--- config.mk ---
export PLATFORM = sky130hd
export DESIGN_NAME = seven_seg_frame_builder
export DESIGN_NICKNAME = d
export VERILOG_FILES = /design/src/rtl/sfb_pkg.sv /design/src/rtl/sfb_front.sv /design/src/rtl/sfb_job_fifo.sv /design/src/rtl/sfb_back.sv /design/src/rtl/seven_seg_frame_builder.sv
export SDC_FILE = /design/constraint.sdc
export NUM_CORES = 1
export LEC_CHECK = 0
export BUFFER_PORTS_ARGS = -buffer_cell sky130_fd_sc_hd__buf_2
export CAP_MARGIN = 20
export CORE_MARGIN = 2
export CORE_UTILIZATION = 35
export CTS_CLUSTER_SIZE = 25
export DETAILED_ROUTE_END_ITERATION = 8
export HOLD_SLACK_MARGIN = 0.03
export PLACE_DENSITY = 0.48
export SLEW_MARGIN = 30
export SYNTH_ARGS = -nofsm -noshare
export SYNTH_HDL_FRONTEND = slang
export SYNTH_HIERARCHICAL = 1
export SYNTH_SLANG_ARGS = --single-unit
--- constraint.sdc ---
create_clock -name clk_i -period 11.5 [get_ports clk_i]
set_input_delay 1.15 -clock clk_i [delete_from_list [all_inputs] [get_ports clk_i]]
set_output_delay 1.15 -clock clk_i [all_outputs]
set_load 0.01 [all_outputs]
--- src/rtl/sfb_pkg.sv ---
// Shared types, constants and segment tables of the seven-segment frame builder.
`default_nettype none
package sfb_pkg;

  // Request kinds (the fourth code has no meaning and is dropped)
  localparam logic [1:0] REQ_NUMBER = 2'd0;
  localparam logic [1:0] REQ_CHARS  = 2'd1;
  localparam logic [1:0] REQ_RESEND = 2'd2;

  // Configuration register indexes
  localparam logic [2:0] CFG_DP_MASK      = 3'd0;
  localparam logic [2:0] CFG_BRIGHT_SMALL = 3'd1;
  localparam logic [2:0] CFG_BRIGHT_LARGE = 3'd2;
  localparam logic [2:0] CFG_HOLD_SMALL   = 3'd3;
  localparam logic [2:0] CFG_HOLD_LARGE   = 3'd4;

  localparam logic [7:0] MODE_FIXED    = 8'h44;
  localparam logic [7:0] BRIGHT_RESET  = 8'd143;
  localparam logic [7:0] SEG_MINUS     = 8'h40;
  localparam logic [7:0] SEG_UNKNOWN   = 8'h2D;
  localparam logic [13:0] SMALL_MAX    = 14'd999;
  localparam logic [13:0] LARGE_MAX    = 14'd9999;

  typedef enum logic [1:0] {
    B_IDLE,
    B_CONV,
    B_EMIT
  } back_state_e;

  typedef struct packed {
    logic [3:0] dp_mask;
    logic [7:0] bright_small;
    logic [7:0] bright_large;
    logic       hold_small;
    logic       hold_large;
  } cfg_t;

  typedef struct packed {
    logic             target;
    logic [1:0]       req;
    logic [13:0]      num;
    logic [3:0][7:0]  codes;
  } job_t;

  typedef struct packed {
    logic [3:0]  digit;
    logic [13:0] rem;
  } dstep_t;

  function automatic logic [7:0] digit_seg(input logic [3:0] d);
    logic [7:0] s;
    case (d)
      4'd0:    s = 8'h3F;
      4'd1:    s = 8'h06;
      4'd2:    s = 8'h5B;
      4'd3:    s = 8'h4F;
      4'd4:    s = 8'h66;
      4'd5:    s = 8'h6D;
      4'd6:    s = 8'h7D;
      4'd7:    s = 8'h07;
      4'd8:    s = 8'h7F;
      4'd9:    s = 8'h6F;
      default: s = 8'h00;
    endcase
    return s;
  endfunction

  function automatic logic [7:0] letter_seg(input logic [4:0] l);
    logic [7:0] s;
    case (l)
      5'd0:    s = 8'h77;
      5'd1:    s = 8'h7C;
      5'd2:    s = 8'h39;
      5'd3:    s = 8'h5E;
      5'd4:    s = 8'h79;
      5'd5:    s = 8'h71;
      5'd6:    s = 8'h3D;
      5'd7:    s = 8'h76;
      5'd8:    s = 8'h10;
      5'd9:    s = 8'h0E;
      5'd10:   s = 8'h7A;
      5'd11:   s = 8'h38;
      5'd12:   s = 8'h55;
      5'd13:   s = 8'h54;
      5'd14:   s = 8'h5C;
      5'd15:   s = 8'h73;
      5'd16:   s = 8'h67;
      5'd17:   s = 8'h50;
      5'd18:   s = 8'h64;
      5'd19:   s = 8'h78;
      5'd20:   s = 8'h3E;
      5'd21:   s = 8'h62;
      5'd22:   s = 8'h6A;
      5'd23:   s = 8'h36;
      5'd24:   s = 8'h6E;
      5'd25:   s = 8'h49;
      default: s = 8'h00;
    endcase
    return s;
  endfunction

  function automatic logic [7:0] char_code(input logic [7:0] ch);
    logic [7:0] s;
    if (ch >= 8'h30 && ch <= 8'h39) begin
      s = digit_seg(4'(ch - 8'h30));
    end else if (ch >= 8'h61 && ch <= 8'h7A) begin
      s = letter_seg(5'(ch - 8'h61));
    end else if (ch >= 8'h41 && ch <= 8'h5A) begin
      s = letter_seg(5'(ch - 8'h41));
    end else if (ch == 8'h20) begin
      s = 8'h00;
    end else if (ch == 8'h2D) begin
      s = SEG_MINUS;
    end else begin
      s = SEG_UNKNOWN;
    end
    return s;
  endfunction

  // Digit position 0..3 weighs 1000, 100, 10, 1
  function automatic logic [13:0] digit_weight(input logic [1:0] pos);
    logic [13:0] w;
    case (pos)
      2'd0:    w = 14'd1000;
      2'd1:    w = 14'd100;
      2'd2:    w = 14'd10;
      default: w = 14'd1;
    endcase
    return w;
  endfunction

  // One decimal digit by four restoring compare-and-subtract steps
  function automatic dstep_t digit_step(input logic [13:0] rem, input logic [1:0] pos);
    dstep_t      r;
    logic [13:0] w;
    logic [13:0] trial;
    w       = digit_weight(pos);
    r.rem   = rem;
    r.digit = 4'd0;
    for (int j = 3; j >= 0; j--) begin
      trial = w << j;
      if (r.rem >= trial) begin
        r.rem      = r.rem - trial;
        r.digit[j] = 1'b1;
      end
    end
    return r;
  endfunction

  function automatic logic [7:0] digit_addr(input logic target, input logic [1:0] pos);
    logic [7:0] a;
    case ({target, pos})
      3'b000:  a = 8'hC2;
      3'b001:  a = 8'hC4;
      3'b010:  a = 8'hC0;
      3'b100:  a = 8'hC6;
      3'b101:  a = 8'hC8;
      3'b110:  a = 8'hCA;
      3'b111:  a = 8'hCC;
      default: a = 8'hC0;
    endcase
    return a;
  endfunction

endpackage
`default_nettype wire

--- src/rtl/sfb_front.sv ---
// Request front end: classify, saturate and character-code incoming items.
`default_nettype none
module sfb_front (
  input  wire logic          in_valid_i,
  output logic               in_ready_o,
  input  wire logic [1:0]    req_i,
  input  wire logic          target_i,
  input  wire logic [13:0]   number_i,
  input  wire logic [3:0][7:0] chars_i,
  input  wire sfb_pkg::cfg_t cfg_i,
  output logic               push_o,
  input  wire logic          push_ready_i,
  output sfb_pkg::job_t      job_o
);
  import sfb_pkg::*;

  logic keep;

  // Drop meaningless kinds and held displays; a resend bypasses the small hold
  always_comb begin
    keep = 1'b0;
    if (req_i == REQ_NUMBER || req_i == REQ_CHARS || req_i == REQ_RESEND) begin
      if (target_i) begin
        keep = !cfg_i.hold_large;
      end else begin
        keep = (req_i == REQ_RESEND) || !cfg_i.hold_small;
      end
    end
  end

  assign in_ready_o = push_ready_i;
  assign push_o     = in_valid_i && push_ready_i && keep;

  always_comb begin
    job_o.target = target_i;
    job_o.req    = req_i;
    if (target_i) begin
      job_o.num = (number_i > LARGE_MAX) ? LARGE_MAX : number_i;
    end else begin
      job_o.num = (number_i > SMALL_MAX) ? SMALL_MAX : number_i;
    end
    for (int i = 0; i < 4; i++) begin
      job_o.codes[i] = char_code(chars_i[i]);
    end
  end

endmodule
`default_nettype wire

--- src/rtl/sfb_job_fifo.sv ---
// Two-entry job queue between front end and frame sequencer.
`default_nettype none
module sfb_job_fifo (
  input  wire logic          clk_i,
  input  wire logic          rst_ni,
  input  wire logic          push_i,
  output logic               push_ready_o,
  input  wire sfb_pkg::job_t job_i,
  output logic               pop_valid_o,
  input  wire logic          pop_i,
  output sfb_pkg::job_t      job_o
);
  import sfb_pkg::*;

  job_t       mem_q [2];
  logic       wr_ptr_q, wr_ptr_d;
  logic       rd_ptr_q, rd_ptr_d;
  logic [1:0] count_q, count_d;
  logic       do_push, do_pop;

  assign push_ready_o = (count_q != 2'd2);
  assign pop_valid_o  = (count_q != 2'd0);
  assign job_o        = mem_q[rd_ptr_q];
  assign do_push      = push_i && push_ready_o;
  assign do_pop       = pop_i && pop_valid_o;

  always_comb begin
    wr_ptr_d = do_push ? !wr_ptr_q : wr_ptr_q;
    rd_ptr_d = do_pop ? !rd_ptr_q : rd_ptr_q;
    count_d  = count_q;
    if (do_push && !do_pop) begin
      count_d = count_q + 2'd1;
    end else if (do_pop && !do_push) begin
      count_d = count_q - 2'd1;
    end
  end

  always_ff @(posedge clk_i or negedge rst_ni) begin
    if (!rst_ni) begin
      wr_ptr_q <= 1'b0;
      rd_ptr_q <= 1'b0;
      count_q  <= 2'd0;
    end else begin
      wr_ptr_q <= wr_ptr_d;
      rd_ptr_q <= rd_ptr_d;
      count_q  <= count_d;
    end
  end

  always_ff @(posedge clk_i) begin
    if (do_push) begin
      mem_q[wr_ptr_q] <= job_i;
    end
  end

endmodule
`default_nettype wire

--- src/rtl/sfb_back.sv ---
// Frame sequencer: digit conversion, code store and command byte emission.
`default_nettype none
module sfb_back (
  input  wire logic          clk_i,
  input  wire logic          rst_ni,
  input  wire sfb_pkg::cfg_t cfg_i,
  input  wire logic          job_valid_i,
  output logic               job_pop_o,
  input  wire sfb_pkg::job_t job_i,
  output logic               out_valid_o,
  input  wire logic          out_ready_i,
  output logic [7:0]         out_byte_o,
  output logic               out_rel_o,
  output logic               out_last_o
);
  import sfb_pkg::*;

  back_state_e     state_q, state_d;
  logic            tgt_q, tgt_d;
  logic [13:0]     rem_q, rem_d;
  logic [1:0]      dig_q, dig_d;
  logic            lead_q, lead_d;
  logic [3:0]      idx_q, idx_d;
  logic [7:0]      emit_q [4];
  logic [7:0]      emit_d [4];
  logic [7:0]      small_q [3];
  logic [7:0]      small_d [3];
  logic [7:0]      large_q [4];
  logic [7:0]      large_d [4];
  logic            out_valid_q, out_valid_d;
  logic [7:0]      out_byte_q, out_byte_d;
  logic            out_rel_q, out_rel_d;
  logic            out_last_q, out_last_d;

  dstep_t          step;
  logic [1:0]      pos;
  logic [7:0]      seg;
  logic            nz;
  logic            adv;
  logic            is_last;
  logic [1:0]      dsel;

  assign step    = digit_step(rem_q, dig_q);
  assign seg     = digit_seg(step.digit);
  assign nz      = lead_q || (step.digit != 4'd0) || (dig_q == 2'd3);
  assign pos     = tgt_q ? dig_q : 2'(dig_q - 2'd1);
  assign adv     = !out_valid_q || out_ready_i;
  assign is_last = tgt_q ? (idx_q == 4'd9) : (idx_q == 4'd7);
  assign dsel    = 2'(idx_q[3:1] - 3'd1);

  always_comb begin
    state_d     = state_q;
    tgt_d       = tgt_q;
    rem_d       = rem_q;
    dig_d       = dig_q;
    lead_d      = lead_q;
    idx_d       = idx_q;
    emit_d      = emit_q;
    small_d     = small_q;
    large_d     = large_q;
    out_byte_d  = out_byte_q;
    out_rel_d   = out_rel_q;
    out_last_d  = out_last_q;
    out_valid_d = out_valid_q && !out_ready_i;
    job_pop_o   = 1'b0;

    case (state_q)
      B_IDLE: begin
        job_pop_o = job_valid_i;
        if (job_valid_i) begin
          tgt_d = job_i.target;
          idx_d = 4'd0;
          case (job_i.req)
            REQ_NUMBER: begin
              rem_d   = job_i.num;
              dig_d   = job_i.target ? 2'd0 : 2'd1;
              lead_d  = 1'b0;
              state_d = B_CONV;
            end
            REQ_CHARS: begin
              for (int i = 0; i < 4; i++) begin
                emit_d[i] = job_i.codes[i];
              end
              if (job_i.target) begin
                for (int i = 0; i < 4; i++) begin
                  large_d[i] = job_i.codes[i];
                end
              end else begin
                for (int i = 0; i < 3; i++) begin
                  small_d[i] = job_i.codes[i];
                end
              end
              state_d = B_EMIT;
            end
            default: begin
              // Resend: replay the stored codes
              if (job_i.target) begin
                emit_d = large_q;
              end else begin
                for (int i = 0; i < 3; i++) begin
                  emit_d[i] = small_q[i];
                end
              end
              state_d = B_EMIT;
            end
          endcase
        end
      end

      B_CONV: begin
        rem_d  = step.rem;
        lead_d = nz;
        for (int i = 0; i < 4; i++) begin
          if (pos == 2'(i)) begin
            emit_d[i] = nz ? seg : 8'h00;
            if (tgt_q) begin
              large_d[i] = nz ? seg : 8'h00;
            end
          end
        end
        // The small display keeps its codes unblanked
        if (!tgt_q) begin
          for (int i = 0; i < 3; i++) begin
            if (pos == 2'(i)) begin
              small_d[i] = seg;
            end
          end
        end
        if (dig_q == 2'd3) begin
          state_d = B_EMIT;
        end else begin
          dig_d = dig_q + 2'd1;
        end
      end

      B_EMIT: begin
        if (adv) begin
          out_valid_d = 1'b1;
          out_last_d  = is_last;
          if (idx_q == 4'd0) begin
            out_byte_d = MODE_FIXED;
            out_rel_d  = 1'b1;
          end else if (is_last) begin
            out_byte_d = tgt_q ? cfg_i.bright_large : cfg_i.bright_small;
            out_rel_d  = 1'b1;
          end else if (idx_q[0]) begin
            out_byte_d = digit_addr(tgt_q, idx_q[2:1]);
            out_rel_d  = 1'b0;
          end else begin
            out_byte_d = emit_q[dsel] | {tgt_q && cfg_i.dp_mask[dsel], 7'b0};
            out_rel_d  = 1'b1;
          end
          idx_d = idx_q + 4'd1;
          if (is_last) begin
            state_d = B_IDLE;
          end
        end
      end

      default: begin
        state_d = B_IDLE;
      end
    endcase
  end

  always_ff @(posedge clk_i or negedge rst_ni) begin
    if (!rst_ni) begin
      state_q     <= B_IDLE;
      out_valid_q <= 1'b0;
      for (int i = 0; i < 3; i++) begin
        small_q[i] <= 8'h00;
      end
      for (int i = 0; i < 4; i++) begin
        large_q[i] <= 8'h00;
      end
    end else begin
      state_q     <= state_d;
      out_valid_q <= out_valid_d;
      small_q     <= small_d;
      large_q     <= large_d;
    end
  end

  always_ff @(posedge clk_i) begin
    tgt_q      <= tgt_d;
    rem_q      <= rem_d;
    dig_q      <= dig_d;
    lead_q     <= lead_d;
    idx_q      <= idx_d;
    emit_q     <= emit_d;
    out_byte_q <= out_byte_d;
    out_rel_q  <= out_rel_d;
    out_last_q <= out_last_d;
  end

  assign out_valid_o = out_valid_q;
  assign out_byte_o  = out_byte_q;
  assign out_rel_o   = out_rel_q;
  assign out_last_o  = out_last_q;

endmodule
`default_nettype wire

--- src/rtl/seven_seg_frame_builder.sv ---
// Top level of the seven-segment frame builder: configuration registers and wiring.
// Characters and resends go straight to emission once the item is taken; a number is first
// converted, one decimal digit a cycle, and its frame is emitted after the last digit.
// Throughput: one byte a cycle while the output is ready; the sequencer takes no new item
// until the last byte of a frame is in the output register. Reset: asynchronous, active low;
// clears the queue, the sequencer and the stored codes (blank), loads config reset values.
`default_nettype none
module seven_seg_frame_builder (
  input  wire logic        clk_i,
  input  wire logic        rst_ni,
  // Request stream
  input  wire logic        s_axis_tvalid_i,
  output logic             s_axis_tready_o,
  // tdata: number[13:0], char_a[21:14], char_b[29:22], char_c[37:30],
  //        char_d[45:38], zero pad[47:46]
  input  wire logic [47:0] s_axis_tdata_i,
  // tuser: req_type[1:0], target[2]
  input  wire logic [2:0]  s_axis_tuser_i,
  // Command byte stream
  output logic             m_axis_tvalid_o,
  input  wire logic        m_axis_tready_i,
  // tdata: cmd_byte[7:0]
  output logic [7:0]       m_axis_tdata_o,
  // tuser: strobe_release[0]
  output logic [0:0]       m_axis_tuser_o,
  output logic             m_axis_tlast_o,
  // Configuration write channel
  input  wire logic        cfg_valid_i,
  output logic             cfg_ready_o,
  input  wire logic [2:0]  cfg_index_i,
  input  wire logic [7:0]  cfg_data_i
);
  import sfb_pkg::*;

  cfg_t            cfg_q, cfg_d;
  logic [3:0][7:0] chars;
  logic            push;
  logic            push_ready;
  job_t            job_in;
  job_t            job_out;
  logic            job_valid;
  logic            job_pop;

  // Configuration: always ready, writes beyond the register list are dropped
  assign cfg_ready_o = 1'b1;

  always_comb begin
    cfg_d = cfg_q;
    if (cfg_valid_i) begin
      case (cfg_index_i)
        CFG_DP_MASK:      cfg_d.dp_mask      = cfg_data_i[3:0];
        CFG_BRIGHT_SMALL: cfg_d.bright_small = cfg_data_i;
        CFG_BRIGHT_LARGE: cfg_d.bright_large = cfg_data_i;
        CFG_HOLD_SMALL:   cfg_d.hold_small   = cfg_data_i[0];
        CFG_HOLD_LARGE:   cfg_d.hold_large   = cfg_data_i[0];
        default:          cfg_d = cfg_q;
      endcase
    end
  end

  always_ff @(posedge clk_i or negedge rst_ni) begin
    if (!rst_ni) begin
      cfg_q.dp_mask      <= 4'd0;
      cfg_q.bright_small <= BRIGHT_RESET;
      cfg_q.bright_large <= BRIGHT_RESET;
      cfg_q.hold_small   <= 1'b0;
      cfg_q.hold_large   <= 1'b0;
    end else begin
      cfg_q <= cfg_d;
    end
  end

  // Unpack the characters, leftmost digit first
  assign chars[0] = s_axis_tdata_i[21:14];
  assign chars[1] = s_axis_tdata_i[29:22];
  assign chars[2] = s_axis_tdata_i[37:30];
  assign chars[3] = s_axis_tdata_i[45:38];

  // Front end: classify and drop, saturate, code the characters
  sfb_front u_front (
    .in_valid_i   (s_axis_tvalid_i),
    .in_ready_o   (s_axis_tready_o),
    .req_i        (s_axis_tuser_i[1:0]),
    .target_i     (s_axis_tuser_i[2]),
    .number_i     (s_axis_tdata_i[13:0]),
    .chars_i      (chars),
    .cfg_i        (cfg_q),
    .push_o       (push),
    .push_ready_i (push_ready),
    .job_o        (job_in)
  );

  // Queue: lets the front end take the next item while a frame is still going out
  sfb_job_fifo u_fifo (
    .clk_i        (clk_i),
    .rst_ni       (rst_ni),
    .push_i       (push),
    .push_ready_o (push_ready),
    .job_i        (job_in),
    .pop_valid_o  (job_valid),
    .pop_i        (job_pop),
    .job_o        (job_out)
  );

  // Back end: convert, store codes, emit the frame through an output register
  sfb_back u_back (
    .clk_i       (clk_i),
    .rst_ni      (rst_ni),
    .cfg_i       (cfg_q),
    .job_valid_i (job_valid),
    .job_pop_o   (job_pop),
    .job_i       (job_out),
    .out_valid_o (m_axis_tvalid_o),
    .out_ready_i (m_axis_tready_i),
    .out_byte_o  (m_axis_tdata_o),
    .out_rel_o   (m_axis_tuser_o[0]),
    .out_last_o  (m_axis_tlast_o)
  );

endmodule
`default_nettype wire
After elaboration in Yosys (flattened, before gate mapping)
Memory sizes are Yosys's and may differ from the RTL's.
Index checks and enable logic that the tools add are counted.

word-level totals
  register bits = 149
  latch bits = 0
  RAM bits = 98
  bits in read-only memories = 2352
  input bits = 67
  logic and storage cells = 316
  memories kept = 14

memories
  name             depth  width  rd ports  clocked after memory_dff  write ports  RTL line       RTL
  (no name shown)  32     7      1         0                         0            sfb_pkg.sv:70  case (l)
  (no name shown)  32     7      1         0                         0            sfb_pkg.sv:70
  (no name shown)  32     7      1         0                         0            sfb_pkg.sv:70
  (no name shown)  32     7      1         0                         0            sfb_pkg.sv:70
  (no name shown)  32     7      1         0                         0            sfb_pkg.sv:70
  (no name shown)  32     7      1         0                         0            sfb_pkg.sv:70
  8 more memories  -      -      -         -                         -            -

cells by class
  $add $sub $neg = 22
  $mul = 0
  divide/modulo/power cells = 0
  $lt $le $gt $ge = 32
  eq/ne operators = 48
  shift operators = 0
  muxes and demuxes = 99
  bitwise operators = 2
  reductions and logical operators = 70

operators with widths
  kind                                                                     count
  8-bit 2-to-1 mux                                                         35
  32-bit case mux with 2 select lines                                      3
  32-bit 2-to-1 mux                                                        4
  24-bit 2-to-1 mux                                                        5
  14-bit 2-to-1 mux                                                        8
  8-bit by 6-bit == test with 1-bit output, second input constant          8
  8-bit by 7-bit >= comparator with 1-bit output, second input constant    8
  8-bit by 7-bit <= comparator with 1-bit output, second input constant    8
  24-bit case mux with 2 select lines                                      1
  6-bit AND reduction                                                      7
  5-bit by 1-bit subtractor with 5-bit output, second input constant       8
  8-bit by 6-bit >= comparator with 1-bit output, second input constant    4
  8-bit by 6-bit <= comparator with 1-bit output, second input constant    4
  10-bit case mux with 3 select lines                                      1
  14-bit >= comparator                                                     2
  7-bit 2-to-1 mux                                                         4
  14-bit case mux with 2 select lines                                      1
  14-bit subtractor                                                        2
  4-bit case mux with 6 select lines                                       1
  2-bit 2-to-1 mux                                                         11
  1-bit logical AND                                                        20
  2-bit by 1-bit inequality test with 1-bit output, second input constant  10
  4-bit AND reduction                                                      5
  8-bit binary-select mux with 2-bit select                                1
  other kinds (42)                                                         112

Logic depth before layout (Yosys ltp)
  depth after elaboration = 17
  gate-level depth with buffers = 54

Cells and area by module
Netlist, hierarchy kept.

modules (own cells, without submodules)
  module                   times used  cells each  area an instance (um2)  sequential area each (um2)
  sfb_back                 1           1006        9024.9                  3398.3
  sfb_front                1           687         4174.0                  0.0
  sfb_job_fifo             1           171         3983.8                  3042.9
  seven_seg_frame_builder  1           53          899.6                   563.0

Worst setup path after synthesis
Ideal clock, no wire load.

  path type = reg2reg
  start = reg u_back.dig_q[0]
  end = reg u_back/emit_q[29] (netlist bit), data pin
  arrival time = 10154 ps
  data required time = 11231 ps
  setup slack = 1077 ps
  stages on the path, launching flop included = 48
  buffers on the path = 6
  cell sequence = edfxtp_1 > inv_1 > ha_1 > o21bai_1 > ha_1 > a21oi_1 > o21ai_2 > a2111oi_4 > nand2_1 > clkbuf_1 > clkbuf_1 > nor2_1 > a21oi_1 > fa_1 > a21o_1 > a21oi_1 > or2b_1 > a211oi_1 > [12 not listed] > nand4_4 > inv_1 > clkbuf_1 > o21ai_0 > ha_1 > a21o_1 > a21oi_1 > o2111ai_1 > a22oi_2 > nand2_2 > inv_2 > buf_4 > ha_1 > nand2_1 > or4_1 > buf_1 > nand2b_1 > o21ai_0

RTL lines
  item                    RTL line         RTL
  from (decl)             sfb_back.sv:21   logic [1:0] dig_q, dig_d;
  from (signal assigned)  sfb_back.sv:187  dig_q <= dig_d;
  to (signal assigned)    sfb_back.sv:190  emit_q <= emit_d;
  to (decl)               sfb_back.sv:24   logic [7:0] emit_q [4];

==> flow_summary.ini <==
[setup_path]
r2r-end = u_back/emit_q[8]$_DFFE_PP_
rrSetupSlack_ps = 860
worstSetupStartpointType = flip-flop
cp-end-kind = flip-flop
worst_path_dominant_cell_family = compound AO/OA/AOI/OAI gates
worst-path-buf-inv = 6
worstPathRequired_ps = 11760
crit_path_max_incr_delay_ps = 520
crit_start = u_back/dig_q[0]$_DFFE_PP_
crit_arrival_ps = 10900
worstPathMaxFanout = 14
crit_type = flip-flop to flip-flop
cpMostUsedCell = ha_1
r2r-start = u_back/dig_q[0]$_DFFE_PP_
reg2regPathDepth = 45
cp.depth = 45
crit_end = u_back/emit_q[8]$_DFFE_PP_
cp_slowest_cell = or4_4

[floorplan]
initial_core_util_pct = 35.3
io_pins = 80
fp.dieW_um = 231
die_area_sq_um = 53500
coreArea_sq_um = 51200
chipHeight_um = 231
num_rows = 83

[clocking]
cts.clk_slew.worst_paths_ps = 60
worst_skew_pair.late_latency_ps = 550
cts_buffers = 28
clockRootBuffer = clkbuf_16
cts_tree = yes
cts_buffer_depth = 3
htree_levels = 1
cts.sinks = 247

[routing]
vias_per_cell = 5.52
drc = 0
wl_per_cell_um = 18.5
via_count = 14561
drt_iter0_markers = 1254
drt_wl_total_um = 48800
drt-pass1-iter-count = 5
ant_nets = 0

[timing]
setup_tns_ps = 0
period_share_pct = 92.6
slew_violations = 0
fmax_mhz = 94.0
setup_viol = 0
fin_crit_ps = 10640
worst_pin_slew_ps = 946
finalHoldWorstSlack_ps = 467
finalHoldViolations = 0
clock_skew_ps = 9.86
maxSlewHeadroom_pct = 36.9

[logic_synthesis]
postSynthCellCount = 1917
synth-simple-area-share_pct = 16.8
synthXorXnorAreaFrac_pct = 2.84
syn_area_sq_um = 18100
synth-adder-area-share_pct = 6.38
postSynthAreaPerCell_sq_um = 9.43
ys_warn_count = 6
ys_seq_elements = 247
synth.distinct_cells = 115
synth_compound_area_share_pct = 20.6
synth-edff-count = 162
synth.mux.area_fraction_pct = 9.82
synth_top_family_by_area = compound AO/OA/AOI/OAI gates
async_reset_ff_share_pct = 34.4
synth_flop_cell = edfxtp_1
yosysSeqAreaShare_pct = 38.7

[placement]
gp_congestion = 0.877
post-dp-hpwl_um = 34500
port_buffers = 76

[power]
finalPower_w = 0.00680
pwr_density_cell_nw_per_um2 = 342
ir_drop_mv = 0.282
leakagePower_nw = 7.75

[global_route]
antenna_found_initial = 1
grt_max_degree = 71
grt_overflow = 0
grt_pass1_wl_um = 77500
track_usage_pct = 17.9
grt_pass1_vias = 13948

[run]
drv_cap = 0

[cells_and_area]
drive_gt1_share_pct = 16.3
fin_util_pct = 38.8
final_common_cell = nor2_1
final_cell_mix = 212 x nor2_1, 188 x nand2_1, 162 x edfxtp_1
fin_nets = 2093
n_antenna_cell = 0
syn2layout_area_growth_pct = 9.93

[outcome]
status = finished clean

[worst_hold_path]
hp-class = input pin to asynchronous set/reset pin
-- stage by stage --
step | cell area (sq um) | setup slack, ps | std cells
after floorplan | 18100 | 1080 | 1920
after global placement | 18900 | 495 | 2583
after detailed placement | 18900 | 328 | 2583
after CTS | 19800 | 281 | 2635
after global routing | 19900 | -33.7 | 2639
final | 19900 | 856 | 2639
-- state kept, by name (all words and copies together), names as in the netlist, 2 cells and up --
signal and flops:
u_back/out_byte_o 8, u_back/state_q 2, u_back/dig_q 2, u_fifo/mem_q 98, u_back/large_q 32, u_back/rem_q 14
u_back/emit_q 32, u_back/idx_q 4, u_back/small_q 24, u_fifo/count_q 2, cfg_q 22
-- power by group --
part           switching, W  total (W)  internal [W]  leakage (nW)
registers          0.000162    0.00147       0.00131          2.44
clock network      0.000351   0.000844      0.000492         0.415
logic               0.00268    0.00448       0.00180          4.89
total               0.00319    0.00680       0.00361          7.75
-- cell usage after synthesis, types with 8 or more instances --
cell type  instances  share of area (%)
a221o_1            8               0.44
o31ai_1           13               0.54
mux2_4            49                4.1
a21oi_1          134                3.7
nor3_1            31               0.86
ha_1              85                5.9
or3_1             10               0.35
nand4_1            9               0.31
inv_1             55                1.1
a21o_1            23               0.95
xnor2_1           34                1.6
a31oi_1           71                2.5
buf_2             25               0.69
mux4_2             9                1.1
buf_1             10               0.21
and2_1            18               0.62
o21ai_1           18               0.50
nor2_1           218                4.5
dfstp_2           10                1.5
nand2b_1          36                1.2
nand2_1          190                3.9
o21ai_0          125                3.5
mux2_2            28                1.7
mux2i_1           51                2.8
o22ai_1           19               0.66
nor2b_1           17               0.59
a22oi_1           11               0.46
xor2_1            16               0.77
a211oi_1          17               0.71
o211ai_1          15               0.62
o221ai_1           8               0.39
nand3_1           38                1.1
buf_4             15               0.62
edfxtp_1         162                 27
and3_1            10               0.35
clkbuf_1          64                1.3
dfrtp_1           75                 10
o21bai_1           8               0.33
-- how the worst min path moves through the flow --
stage / start / to / slack, ps / depth (start not counted)
6_report: rst_ni / u_back/out_valid_o$_DFF_PN0_ / 470 / 1
3_5_place_dp: u_fifo/count_q[1]$_DFFE_PN0P_ / u_fifo/count_q[1]$_DFFE_PN0P_ / 490 / 1
3_3_place_gp: u_fifo/count_q[1]$_DFFE_PN0P_ / u_fifo/count_q[1]$_DFFE_PN0P_ / 480 / 1
4_1_cts: rst_ni / cfg_q[1]$_DFFE_PN0P_ / 440 / 1
2_1_floorplan: u_fifo/count_q[1]$_DFFE_PN0P_ / u_fifo/count_q[1]$_DFFE_PN0P_ / 460 / 1
5_1_grt: rst_ni / u_back/out_valid_o$_DFF_PN0_ / 460 / 1
-- per-layer routing --
metal,up-vias,global-route usage (%),routed length (um)
met4,0,3.67,820
met3,57,1.71,2080
li1,7121,-,-
met1,7048,25.3,23100
met2,335,29.6,22700
met5,-,0,0
-- logic make-up after synthesis --
family	after synthesis
and+or+nand+nor	636
AOI/OAI and AO/OA	567
DFF	247
xor gates and xnor gates	54
buffers and inverters	183
muxes	138
other	2
adders and majority gates	90
-- what timing repair did --
action                     in CTS  in global routing
buffers inserted                0                  4
resized for setup               0                 10
setup endpoints to repair       0                 57
hold buffers                    0                  0
-- worst reg2reg max path, delay by kind of cell, from the launching register on --
family | cells | cell delay, ps
and+or+nand+nor | 14 | 2420
AOI/OAI and AO/OA | 19 | 4110
adders and majority gates | 6 | 2100
DFF | 1 | 470
buffers and inverters | 6 | 1270
-- layout make-up --
type | instances | area, sq um
Fill cell | 5073 | 31300
Multi-Input combinational cell | 1490 | 10300
Sequential cell | 247 | 7010
Tap cell | 680 | 851
Clock buffer | 41 | 781
Timing Repair Buffer | 109 | 634
Inverter | 61 | 229
Clock inverter | 11 | 88.8
No activity file was read; power rests on OpenSTA's default activity.
